File: src/rtl/bqrm_pkg.sv
// Shared types and constants for the bounded queue with rotate-to-maximum.
`default_nettype none
package bqrm_pkg;

  // Fixed field widths.
  localparam int VALUE_W  = 32;
  localparam int REQ_W    = 2;
  localparam int STATUS_W = 2;
  localparam int CAP_W    = 5;

  // Capacity register value after reset.
  localparam logic [CAP_W-1:0] CAP_RESET = 5'd16;

  // Request codes.
  localparam logic [REQ_W-1:0] REQ_ENQ = 2'd0;
  localparam logic [REQ_W-1:0] REQ_DEQ = 2'd1;
  localparam logic [REQ_W-1:0] REQ_ROT = 2'd2;

  // Status codes.
  localparam logic [STATUS_W-1:0] ST_DONE  = 2'd0;
  localparam logic [STATUS_W-1:0] ST_FULL  = 2'd1;
  localparam logic [STATUS_W-1:0] ST_EMPTY = 2'd2;

  // Controller states.
  typedef enum logic [1:0] {
    S_IDLE,
    S_DEQ,
    S_SCAN,
    S_ROT
  } state_t;

endpackage
`default_nettype wire

File: src/rtl/bqrm_ram.sv
// Generic simple dual-port RAM with one write port and a registered read port.
`default_nettype none
module bqrm_ram #(
  parameter int WIDTH  = 32,
  parameter int DEPTH  = 16,
  parameter int ADDR_W = $clog2(DEPTH)
) (
  input  wire logic              clk,
  input  wire logic              we,
  input  wire logic [ADDR_W-1:0] waddr,
  input  wire logic [WIDTH-1:0]  wdata,
  input  wire logic [ADDR_W-1:0] raddr,
  output logic      [WIDTH-1:0]  rdata
);

  logic [WIDTH-1:0] mem [DEPTH];

  // Write port and registered read port.
  always_ff @(posedge clk) begin
    if (we) begin
      mem[waddr] <= wdata;
    end
    rdata <= mem[raddr];
  end

endmodule
`default_nettype wire

File: src/rtl/bqrm_ctrl.sv
// Queue controller: pointers, request sequencing, max scan and in-memory rotation.
`default_nettype none
module bqrm_ctrl #(
  parameter int DEPTH = 16,
  parameter int AW    = $clog2(DEPTH),
  parameter int CW    = $clog2(DEPTH + 1)
) (
  input  wire logic                          clk,
  input  wire logic                          rst,
  input  wire logic                          start,
  output logic                               busy,
  input  wire logic [bqrm_pkg::REQ_W-1:0]    req_type,
  input  wire logic [bqrm_pkg::VALUE_W-1:0]  value,
  input  wire logic [bqrm_pkg::CAP_W-1:0]    capacity,
  output logic                               mem_we,
  output logic [AW-1:0]                      mem_waddr,
  output logic [bqrm_pkg::VALUE_W-1:0]       mem_wdata,
  output logic [AW-1:0]                      mem_raddr,
  input  wire logic [bqrm_pkg::VALUE_W-1:0]  mem_rdata,
  output logic                               done,
  output logic [bqrm_pkg::STATUS_W-1:0]      status,
  output logic [bqrm_pkg::VALUE_W-1:0]       data_out,
  output logic [CW-1:0]                      fill_count
);

  localparam int CMPW = (CW > bqrm_pkg::CAP_W) ? CW : bqrm_pkg::CAP_W;

  // Circular address add; a is below DEPTH and b is at most DEPTH.
  function automatic logic [AW-1:0] wrap_add(input logic [AW-1:0] a,
                                             input logic [CW-1:0] b);
    logic [CW:0] s;
    s = (CW+1)'(a) + (CW+1)'(b);
    if (s >= (CW+1)'(DEPTH)) begin
      s = s - (CW+1)'(DEPTH);
    end
    return s[AW-1:0];
  endfunction

  bqrm_pkg::state_t state, state_next;
  logic [AW-1:0]                     head, head_next;
  logic [CW-1:0]                     count, count_next;
  logic [AW-1:0]                     off, off_next;
  logic [AW-1:0]                     best_idx, best_idx_next;
  logic signed [bqrm_pkg::VALUE_W-1:0] best_val, best_val_next;
  logic                              done_next;
  logic [bqrm_pkg::STATUS_W-1:0]     status_next;
  logic [bqrm_pkg::VALUE_W-1:0]      data_out_next;
  logic [CW-1:0]                     fill_count_next;
  logic [AW-1:0]                     tail;
  logic                              is_full;
  logic [AW-1:0]                     cand_idx;
  logic signed [bqrm_pkg::VALUE_W-1:0] cand_val;

  assign busy = (state != bqrm_pkg::S_IDLE);
  assign tail = wrap_add(head, count);
  assign is_full = (CMPW'(count) >= CMPW'(capacity)) || (count >= CW'(DEPTH));

  // Running maximum; the earliest element wins a tie.
  always_comb begin
    if ((off == '0) || ($signed(mem_rdata) > best_val)) begin
      cand_idx = off;
      cand_val = $signed(mem_rdata);
    end else begin
      cand_idx = best_idx;
      cand_val = best_val;
    end
  end

  // State register, pointers and the result beat.
  always_ff @(posedge clk) begin
    if (rst) begin
      state <= bqrm_pkg::S_IDLE;
      head  <= '0;
      count <= '0;
      done  <= 1'b0;
    end else begin
      state <= state_next;
      head  <= head_next;
      count <= count_next;
      done  <= done_next;
    end
    off        <= off_next;
    best_idx   <= best_idx_next;
    best_val   <= best_val_next;
    status     <= status_next;
    data_out   <= data_out_next;
    fill_count <= fill_count_next;
  end

  // Next state, memory accesses and result.
  always_comb begin
    state_next      = state;
    head_next       = head;
    count_next      = count;
    off_next        = off;
    best_idx_next   = best_idx;
    best_val_next   = best_val;
    done_next       = 1'b0;
    status_next     = bqrm_pkg::ST_DONE;
    data_out_next   = '0;
    fill_count_next = count;
    mem_we          = 1'b0;
    mem_waddr       = tail;
    mem_wdata       = value;
    mem_raddr       = head;

    unique case (state)
      bqrm_pkg::S_IDLE: begin
        if (start) begin
          case (req_type)
            bqrm_pkg::REQ_ENQ: begin
              done_next = 1'b1;
              if (is_full) begin
                status_next = bqrm_pkg::ST_FULL;
              end else begin
                mem_we          = 1'b1;
                count_next      = count + CW'(1);
                fill_count_next = count + CW'(1);
              end
            end
            bqrm_pkg::REQ_DEQ: begin
              if (count == '0) begin
                done_next   = 1'b1;
                status_next = bqrm_pkg::ST_EMPTY;
              end else begin
                state_next = bqrm_pkg::S_DEQ;
              end
            end
            bqrm_pkg::REQ_ROT: begin
              if (count == '0) begin
                done_next   = 1'b1;
                status_next = bqrm_pkg::ST_EMPTY;
              end else if (count == CW'(1)) begin
                done_next = 1'b1;
              end else begin
                off_next   = '0;
                state_next = bqrm_pkg::S_SCAN;
              end
            end
            default: begin
              done_next = 1'b1;
            end
          endcase
        end
      end

      // Front element arrives from memory.
      bqrm_pkg::S_DEQ: begin
        data_out_next   = mem_rdata;
        head_next       = wrap_add(head, CW'(1));
        count_next      = count - CW'(1);
        fill_count_next = count - CW'(1);
        done_next       = 1'b1;
        state_next      = bqrm_pkg::S_IDLE;
      end

      // One element per cycle from front to back; read runs one ahead.
      bqrm_pkg::S_SCAN: begin
        best_idx_next = cand_idx;
        best_val_next = cand_val;
        mem_raddr     = wrap_add(head, CW'(off) + CW'(1));
        off_next      = off + AW'(1);
        if (off == AW'(count - CW'(1))) begin
          off_next = '0;
          if (cand_idx == '0) begin
            done_next  = 1'b1;
            state_next = bqrm_pkg::S_IDLE;
          end else begin
            state_next = bqrm_pkg::S_ROT;
          end
        end
      end

      // Move the elements ahead of the maximum behind the tail, then advance head.
      bqrm_pkg::S_ROT: begin
        mem_raddr = wrap_add(head, CW'(off));
        mem_waddr = wrap_add(tail, CW'(off - AW'(1)));
        mem_wdata = mem_rdata;
        mem_we    = (off != '0);
        off_next  = off + AW'(1);
        if (off == best_idx) begin
          head_next  = wrap_add(head, CW'(best_idx));
          done_next  = 1'b1;
          state_next = bqrm_pkg::S_IDLE;
        end
      end

      default: begin
        state_next = bqrm_pkg::S_IDLE;
      end
    endcase
  end

endmodule
`default_nettype wire

File: src/rtl/bounded_queue_rotate_max_top.sv
// Top level of the bounded queue with rotate-to-maximum.
//
// Requests enter on start/req_type/value and are taken at a clock edge with
// start high and busy low. Each request gives exactly one result beat:
// done is high for one cycle with status, data_out and fill_count valid.
// The receiver cannot hold results off.
// Enqueue: the result follows in the cycle after acceptance; busy stays low, so
// a request may follow every cycle. Dequeue: the front element is read in S_DEQ
// and the result is registered from there. Rotate: the held elements are scanned
// one per cycle through the memory's single read port, then the elements ahead
// of the maximum are copied behind the tail one per cycle. Rotate on an empty or
// one-element queue gives its result straight from idle. The capacity register
// is written through cfg_we/cfg_wdata while idle; the user must keep to this, as
// the block leaves it unchecked. Reset clears the head pointer and count, sets
// capacity to 16; the element memory is not cleared and needs no clearing pass.
`default_nettype none
module bounded_queue_rotate_max_top #(
  parameter int DEPTH = 16
) (
  input  wire logic                                  clk,
  input  wire logic                                  rst,
  input  wire logic                                  start,
  output logic                                       busy,
  input  wire logic [bqrm_pkg::REQ_W-1:0]            req_type,
  input  wire logic signed [bqrm_pkg::VALUE_W-1:0]   value,
  input  wire logic                                  cfg_we,
  input  wire logic [bqrm_pkg::CAP_W-1:0]            cfg_wdata,
  output logic                                       done,
  output logic [bqrm_pkg::STATUS_W-1:0]              status,
  output logic signed [bqrm_pkg::VALUE_W-1:0]        data_out,
  output logic [$clog2(DEPTH+1)-1:0]                 fill_count
);

  localparam int AW = $clog2(DEPTH);
  localparam int CW = $clog2(DEPTH + 1);

  logic [bqrm_pkg::CAP_W-1:0]   capacity;
  logic                         mem_we;
  logic [AW-1:0]                mem_waddr;
  logic [bqrm_pkg::VALUE_W-1:0] mem_wdata;
  logic [AW-1:0]                mem_raddr;
  logic [bqrm_pkg::VALUE_W-1:0] mem_rdata;
  logic [bqrm_pkg::VALUE_W-1:0] data_raw;

  // Capacity register.
  always_ff @(posedge clk) begin
    if (rst) begin
      capacity <= bqrm_pkg::CAP_RESET;
    end else if (cfg_we) begin
      capacity <= cfg_wdata;
    end
  end

  bqrm_ctrl #(
    .DEPTH (DEPTH),
    .AW    (AW),
    .CW    (CW)
  ) u_ctrl (
    .clk        (clk),
    .rst        (rst),
    .start      (start),
    .busy       (busy),
    .req_type   (req_type),
    .value      (value),
    .capacity   (capacity),
    .mem_we     (mem_we),
    .mem_waddr  (mem_waddr),
    .mem_wdata  (mem_wdata),
    .mem_raddr  (mem_raddr),
    .mem_rdata  (mem_rdata),
    .done       (done),
    .status     (status),
    .data_out   (data_raw),
    .fill_count (fill_count)
  );

  assign data_out = $signed(data_raw);

  bqrm_ram #(
    .WIDTH  (bqrm_pkg::VALUE_W),
    .DEPTH  (DEPTH),
    .ADDR_W (AW)
  ) u_store (
    .clk   (clk),
    .we    (mem_we),
    .waddr (mem_waddr),
    .wdata (mem_wdata),
    .raddr (mem_raddr),
    .rdata (mem_rdata)
  );

endmodule
`default_nettype wire
File: config.mk
export PLATFORM = sky130hd
export DESIGN_NAME = bounded_queue_rotate_max_top
export DESIGN_NICKNAME = d
export VERILOG_FILES = /design/src/rtl/bqrm_pkg.sv /design/src/rtl/bqrm_ram.sv /design/src/rtl/bqrm_ctrl.sv /design/src/rtl/bounded_queue_rotate_max_top.sv
export SDC_FILE = /design/constraint.sdc
export NUM_CORES = 1
export LEC_CHECK = 0
export ABC_AREA = 0
export CAP_MARGIN = 10
export CORE_AREA = 2 2 219 221
export CTS_CLUSTER_DIAMETER = 30
export DETAILED_ROUTE_END_ITERATION = 16
export DIE_AREA = 0 0 221 223
export DONT_BUFFER_PORTS = 1
export PLACE_DENSITY = 0.75
export SYNTH_ARGS = -nofsm -noshare
export SYNTH_HDL_FRONTEND = slang
export SYNTH_SLANG_ARGS = --single-unit
File: constraint.sdc
create_clock -name clk -period 4.4 [get_ports clk]
set_input_delay 0.22 -clock clk [delete_from_list [all_inputs] [get_ports clk]]
set_output_delay 0.22 -clock clk [all_outputs]
set_load 0.01 [all_outputs]
* Word level (Yosys, flattened, before mapping)
Memory sizes are Yosys's and may differ from the RTL's. A register that Yosys moved wholly into a read port is not among the register bits. Index checks and enable logic that the tools add are counted.
Storage, ports and cells: memories kept 1, output and inout port bits 41, word-level logic and storage cells 122, register bits 96, RAM bits 512, input bits 43
Cells by class: add/sub/neg operators 17, eq/ne operators 18, $lt $le $gt $ge 9, mux-type cells 49, reductions and logical operators 17
Memories:
- u_store.mem | depth 16, bits a word 32, read ports 1, clocked after Yosys merged registers in 1, write ports 1, line bqrm_ram.sv:16 | logic [WIDTH-1:0] mem [DEPTH];
Operators with widths (number):
- 2-to-1 mux 4 bit | 14
- greater-than comparator 32 bit | 1
- 2-to-1 mux 32 bit | 1
- subtractor 4 x 1 -> 4 bit (second input constant) | 6
- >= comparator 5 bit (second input constant) | 4
- adder 4 x 5 -> 6 bit | 3
- >= comparator 6 x 5 -> 1 bit (second input constant) | 3
- 2-to-1 mux 2 bit | 8
- case mux 4 bit (2 select lines) | 2
- 2-to-1 mux 5 bit | 3
- 2-to-1 mux 1 bit | 13
- inequality test 3 bit (second input constant) | 4
- case mux 4 bit (3 select lines) | 1
- adder 4 x 1 -> 5 bit (second input constant) | 2
- adder 4 x 4 -> 5 bit | 2
- case mux 5 bit (2 select lines) | 1
- == test 4 bit | 2
- logical NOT 4 bit | 2
- inequality test 2 bit (second input constant) | 4
- case mux 2 bit (2 select lines) | 2
- case mux 2 bit (4 select lines) | 1
- AND reduction 7 bit | 1
- == test 2 bit (second input constant) | 3
- AND reduction 2 bit | 3
- 18 further kinds | 24

* Depth between registers and ports, before layout
word-level depth 8, mapped depth 12, gate-level depth less buffers 12

* Cells and area by module
Synthesis repeated with hierarchy kept, for this count alone.
Second synthesis, totals: cell total of the unflattened synthesis 1381, area, all modules 25473.2 sq um
Modules (own cells, without submodules):
- bqrm_ram | sequential area each 16015.4 sq um, cells each 838, times used 1, area an instance 19835.3 sq um
- bqrm_ctrl | sequential area each 2222.1 sq um, cells each 527, times used 1, area an instance 5454.0 sq um
- bounded_queue_rotate_max_top | sequential area each 100.1 sq um, cells each 16, times used 1, area an instance 183.9 sq um

* Least setup slack after synthesis
Ideal clock, no wire load.
path type reg2reg, start point reg u_ctrl.count[0], end point mem u_store.mem[5][0], enable pin, arrival time 3.846 ns, stages on the path, launching flop included 13, library setup time 0.421 ns, period minus slack after synthesis 4.267 ns, slack 0.133 ns, data required time 3.979 ns, path through dfxtp_1 > ha_1 > inv_1 > fa_1 > inv_1 > ha_1 > a21o_1 > a21oi_1 > xnor2_1 > nor2_1 > xor2_1 > nand3_1 > nor2_1
On the way: cells in the longest elaborated chain, start to end 8, elaborated cells between the ends (all ways) 18, those cells by class add/sub: 4; order compare: 4; mux: 9; reduce/logical: 1
RTL lines:
- from (decl) | line bqrm_ctrl.sv:41 | logic [CW-1:0] count, count_next;
- from (signal assigned) | line bqrm_ctrl.sv:79 | count <= count_next;
- parallel branches: the longest is 8 deep, another holds adder 4 x 5 -> 6 bit
- to (decl) | line bqrm_ram.sv:16
Parallel ways; which one is timed is not known.

* Worst setup path in the final report
start point reg u_ctrl.count[0], end point mem u_store.mem[7][1], enable pin
Same word-level chain as after synthesis.

==> impl_metrics.prom <==
# TYPE chip_impl_metric gauge
chip_impl_info{name="cp-end-kind",value="flip-flop"} 1
chip_impl_info{name="rsz0062_at_grt",value="false"} 1
chip_impl_metric{name="avgRoutedWirePerCell",unit="µm"} 23.4
chip_impl_metric{name="net_count_of_the_mapped_netlist",unit=""} 2082
chip_impl_metric{name="multi_input_comb_area",unit="µm²"} 7590
chip_impl_metric{name="routed_wirelength",unit="µm"} 64100
chip_impl_info{name="worst_hold_startpoint",value="req_type[0]"} 1
chip_impl_metric{name="antenna_left",unit=""} 0
chip_impl_info{name="outcome",value="finished clean"} 1
chip_impl_metric{name="drive_above_1_share",unit=""} 0.142
chip_impl_info{name="crit_type",value="reg2reg"} 1
chip_impl_metric{name="via_count_of_the_first_global_routing_pass",unit=""} 17200
chip_impl_metric{name="ff2ff_setup_slack",unit="ps"} 310
chip_impl_metric{name="synth.lib_cells_used.distinct",unit=""} 58
chip_impl_info{name="synth_top_flop_cell",value="edfxtp_1"} 1
chip_impl_metric{name="syn_area_per_cell",unit="µm²"} 13.4
chip_impl_info{name="netlist_top_cells_area",value="edfxtp_1 63%, dfxtp_1 6.7%, a211oi_1 4.5%"} 1
chip_impl_metric{name="timing.max_cap.violations",unit=""} 0
chip_impl_metric{name="setup-violations-final",unit=""} 0
chip_impl_metric{name="drc",unit=""} 0
chip_impl_metric{name="postSynth.asyncResetShare",unit=""} 0
chip_impl_info{name="tritoncts",value="done"} 1
chip_impl_metric{name="finClkSkew",unit="ps"} 30.5
chip_impl_metric{name="place.gp.congestion",unit=""} 0.879
chip_impl_metric{name="grt_first_pass_wirelength",unit="µm"} 97800
chip_impl_metric{name="grt.overflow.total",unit=""} 0
chip_impl_info{name="ys_top_cells_by_count",value="552 x edfxtp_1, 280 x nand2_1, 167 x and2_1"} 1
chip_impl_metric{name="grt_util_all_layers",unit=""} 0.257
chip_impl_metric{name="die_y",unit="µm"} 223
chip_impl_metric{name="worst_hold_slack",unit="ps"} 27.2
chip_impl_metric{name="synth_top_area_frac",unit=""} 0.626
chip_impl_info{name="path_delay_family",value="adder cells"} 1
chip_impl_metric{name="place_ws",unit="ps"} 449
chip_impl_metric{name="count_of_fill_cells_added_during_filler_insertion",unit=""} 3070
chip_impl_metric{name="core",unit="µm²"} 47100
chip_impl_metric{name="largest_net_degree_at_the_start_of_global_routing",unit=""} 123
chip_impl_metric{name="clkSlewWorstSetupHoldPaths",unit="ps"} 50
chip_impl_info{name="dr.max_layer_used",value="met5"} 1
chip_impl_info{name="synth_area_leader_cell",value="edfxtp_1"} 1
chip_impl_metric{name="timing_hold_violations_final",unit=""} 0
chip_impl_metric{name="port_buffers",unit=""} 0
chip_impl_metric{name="post_synth_inst_count",unit=""} 1971
chip_impl_info{name="min_to",value="u_ctrl.status[0]$_SDFF_PN0_"} 1
chip_impl_metric{name="final.min_clock_period",unit="ps"} 4090
chip_impl_info{name="worstReg2RegStart",value="u_ctrl.count[0]$_SDFF_PP0_"} 1
chip_impl_metric{name="area_delta_synth_final",unit="%"} 18.7
chip_impl_metric{name="worst_ir_drop_vdd",unit="V"} 0.000564
chip_impl_info{name="cp_slowest_cell",value="fa_1"} 1
chip_impl_metric{name="timing.setup.tns",unit="ps"} 0
chip_impl_metric{name="worst-r2r-cell-count",unit=""} 13
chip_impl_metric{name="number_of_antenna_violations_at_the_first_check_in_global_routing",unit=""} 7
chip_impl_metric{name="synth.ff_latch_count",unit=""} 640
chip_impl_metric{name="max_clock_freq",unit="MHz"} 245
chip_impl_metric{name="cts.path.max_buffers",unit=""} 3
chip_impl_metric{name="routed-wl-met2",unit="µm"} 31600
chip_impl_metric{name="die_x",unit="µm"} 221
chip_impl_metric{name="required",unit="ps"} 4680
chip_impl_metric{name="timing.critical_path.buf_inv",unit=""} 3
chip_impl_metric{name="cts.repair.resized",unit=""} 0
chip_impl_metric{name="finalWorstSetupSlack",unit="ps"} 312
chip_impl_metric{name="synthesis.yosys.warnings",unit=""} 0
chip_impl_metric{name="max_stage_delay",unit="ps"} 560
chip_impl_metric{name="finalNetCount",unit=""} 2135
chip_impl_metric{name="worst_pin_slew",unit="ps"} 1000
chip_impl_metric{name="cts-htree-levels",unit=""} 3
chip_impl_info{name="clk_root_buffer_cell",value="clkbuf_16"} 1
chip_impl_metric{name="timing.critical_path.arrival",unit="ps"} 4360
chip_impl_metric{name="drt_pre_antenna_iters",unit=""} 5
chip_impl_metric{name="core.rowCount",unit=""} 80
chip_impl_info{name="cp_cell_sequence",value="ha_1 -> inv_1 -> fa_1 -> inv_1 -> ha_1 -> a21o_1 -> a21oi_1 -> xnor2_1 -> nor2_1 -> xor2_1 -> nand3_1 -> nor2_4 -> buf_4"} 1
chip_impl_info{name="holdCritPathClass",value="in2reg"} 1
chip_impl_metric{name="route.met3.wl",unit="µm"} 4990
chip_impl_metric{name="average_via_count_per_standard_cell",unit=""} 6.20
chip_impl_metric{name="drv_slew",unit=""} 0
chip_impl_metric{name="critical_path.max_fanout",unit=""} 24
chip_impl_metric{name="fin_crit_sh",unit=""} 0.929
chip_impl_metric{name="tritoncts.num_buffers",unit=""} 107
chip_impl_metric{name="synth_area",unit="µm²"} 26500
chip_impl_metric{name="dp_hpwl",unit="µm"} 36100
chip_impl_metric{name="fin_total_pwr",unit="W"} 0.0242
chip_impl_metric{name="power_leakage",unit="nW"} 10.9
chip_impl_metric{name="first_iter_violations",unit=""} 1898
chip_impl_metric{name="effective_utilization_at_floorplan",unit=""} 0.562
chip_impl_info{name="crit_path_start_kind",value="flip-flop"} 1
chip_impl_metric{name="edff_count_synth",unit=""} 552
chip_impl_metric{name="register_area",unit="µm²"} 18300
chip_impl_metric{name="boundaryPins",unit=""} 84
chip_impl_metric{name="die_area",unit="µm²"} 49300
chip_impl_metric{name="hold_path_depth",unit=""} 4
chip_impl_metric{name="detail_route.wirelength.met1",unit="µm"} 25400
chip_impl_metric{name="dr_total_vias",unit=""} 17000
chip_impl_metric{name="max_slew_margin",unit=""} 0.327
chip_impl_metric{name="power_density",unit="nW/µm²"} 769
chip_impl_info{name="critical_path.reg2reg.endpoint",value="u_store.mem[7][1]$_DFFE_PP_"} 1
chip_impl_metric{name="clock_sink_count",unit=""} 640
chip_impl_info{name="post-synth-top-count-cell",value="edfxtp_1"} 1
chip_impl_metric{name="ys_seq_area_frac",unit=""} 0.692
chip_impl_metric{name="clkLatencyLatePin",unit="ps"} 660
## cell families after synthesis
logic type               share of synthesized area
flip-flops                                   0.692
AND/OR/NAND/NOR                              0.100
AO/OA/AOI/OAI                                0.118
buffers and inverters                       0.0282
adder cells (fa/ha/maj)                     0.0335
multiplexers                                0.0179
XOR/XNOR                                   0.00945
## worst max path at each step
stage / endpoint / start / cells past startpoint
after global routing: u_store.mem[6][3]$_DFFE_PP_ / u_ctrl.count[0]$_SDFF_PP0_ / 13
after CTS: u_store.mem[6][3]$_DFFE_PP_ / u_ctrl.count[0]$_SDFF_PP0_ / 13
after detailed placement: u_store.mem[6][5]$_DFFE_PP_ / u_ctrl.head[0]$_SDFFE_PP0P_ / 13
after global placement: u_store.mem[13][8]$_DFFE_PP_ / u_ctrl.head[0]$_SDFFE_PP0P_ / 13
final: u_store.mem[7][1]$_DFFE_PP_ / u_ctrl.count[0]$_SDFF_PP0_ / 13
after floorplan: u_store.mem[5][0]$_DFFE_PP_ / u_ctrl.count[0]$_SDFF_PP0_ / 12
## cell type report
type,count,area share
antenna,4,0.000318
clock buffer,126,0.0901
clock inverter,76,0.0260
sequential,640,0.583
multi-input combinational,1143,0.242
tap,615,0.0245
timing repair buffer,71,0.0267
inverter,61,0.00728
## through the flow
step / cell area (µm²) / util / instances
after global routing: 31400 / 0.667 / 2732
after detailed placement: 27600 / 0.586 / 2517
after floorplan: 26500 / - / 1971
after global placement: 27600 / 0.586 / 2517
after CTS: 31400 / 0.667 / 2732
final: 31400 / 0.667 / 2736
## worst min-delay path: cells and delay by family
| family | cells | cell delay, ps |
|---|---|---|
| buffers and inverters | 1 | 40 |
| and+or+nand+nor | 1 | 80 |
| AOI/OAI and AO/OA | 1 | 50 |
| adders and majority gates | 1 | 230 |
## flip-flops by register name, summed over array words and instances (netlist names)
| signal | cells |
|---|---|
| u_ctrl.status | 2 |
| u_ctrl.best_val | 32 |
| u_store.mem | 512 |
| u_ctrl.fill_count | 5 |
| u_ctrl.count | 5 |
| u_ctrl.best_idx | 4 |
| u_ctrl.state | 2 |
| u_ctrl.off | 4 |
| u_store.rdata | 32 |
| u_ctrl.data_out | 32 |
| u_ctrl.done | 1 |
| capacity | 5 |
| u_ctrl.head | 4 |
## cells in the final DEF (no fill, tap or decap), types with 7 or more instances in the layout
| master | n |
|---|---|
| xor2_1 | 12 |
| buf_4 | 36 |
| clkbuf_1 | 14 |
| edfxtp_1 | 552 |
| nand4_1 | 7 |
| inv_6 | 19 |
| clkbuf_16 | 110 |
| nand2_1 | 280 |
| mux2i_1 | 8 |
| nand3_1 | 16 |
| dlygate4sd3_1 | 13 |
| and2_1 | 167 |
| inv_1 | 61 |
| a31oi_1 | 68 |
| nor3_1 | 9 |
| clkinv_2 | 13 |
| nor2_4 | 16 |
| a211oi_1 | 160 |
| clkinv_4 | 11 |
| a311oi_1 | 64 |
| clkinv_1 | 7 |
| a21o_1 | 11 |
| o21ai_0 | 12 |
| nor2_1 | 30 |
| buf_12 | 22 |
| dfxtp_1 | 88 |
| a21oi_1 | 100 |
| mux2_2 | 32 |
| clkinvlp_4 | 8 |
| ha_1 | 62 |
| bufinv_16 | 10 |
| xnor2_1 | 14 |
## layer usage
metal,vias up,global-route usage
met2,831,0.431
met1,8408,0.333
met5,-,0
li1,7566,-
met4,4,0.106
met3,152,0.0489
## what timing repair did
action | 4_1_cts | 5_1_grt
buffers inserted | 0 | 0
endpoints found under the hold margin | 24 | 0
hold buffers | 13 | 0
## power by group
part	switching [W]	internal, W	leakage, nW
Combinational	0.00508	0.00276	3.39
Clock	0.00304	0.00527	1.77
Sequential	0.000574	0.00746	5.70
Total	0.00869	0.0155	10.9
No activity file was read; power rests on OpenSTA's default activity.
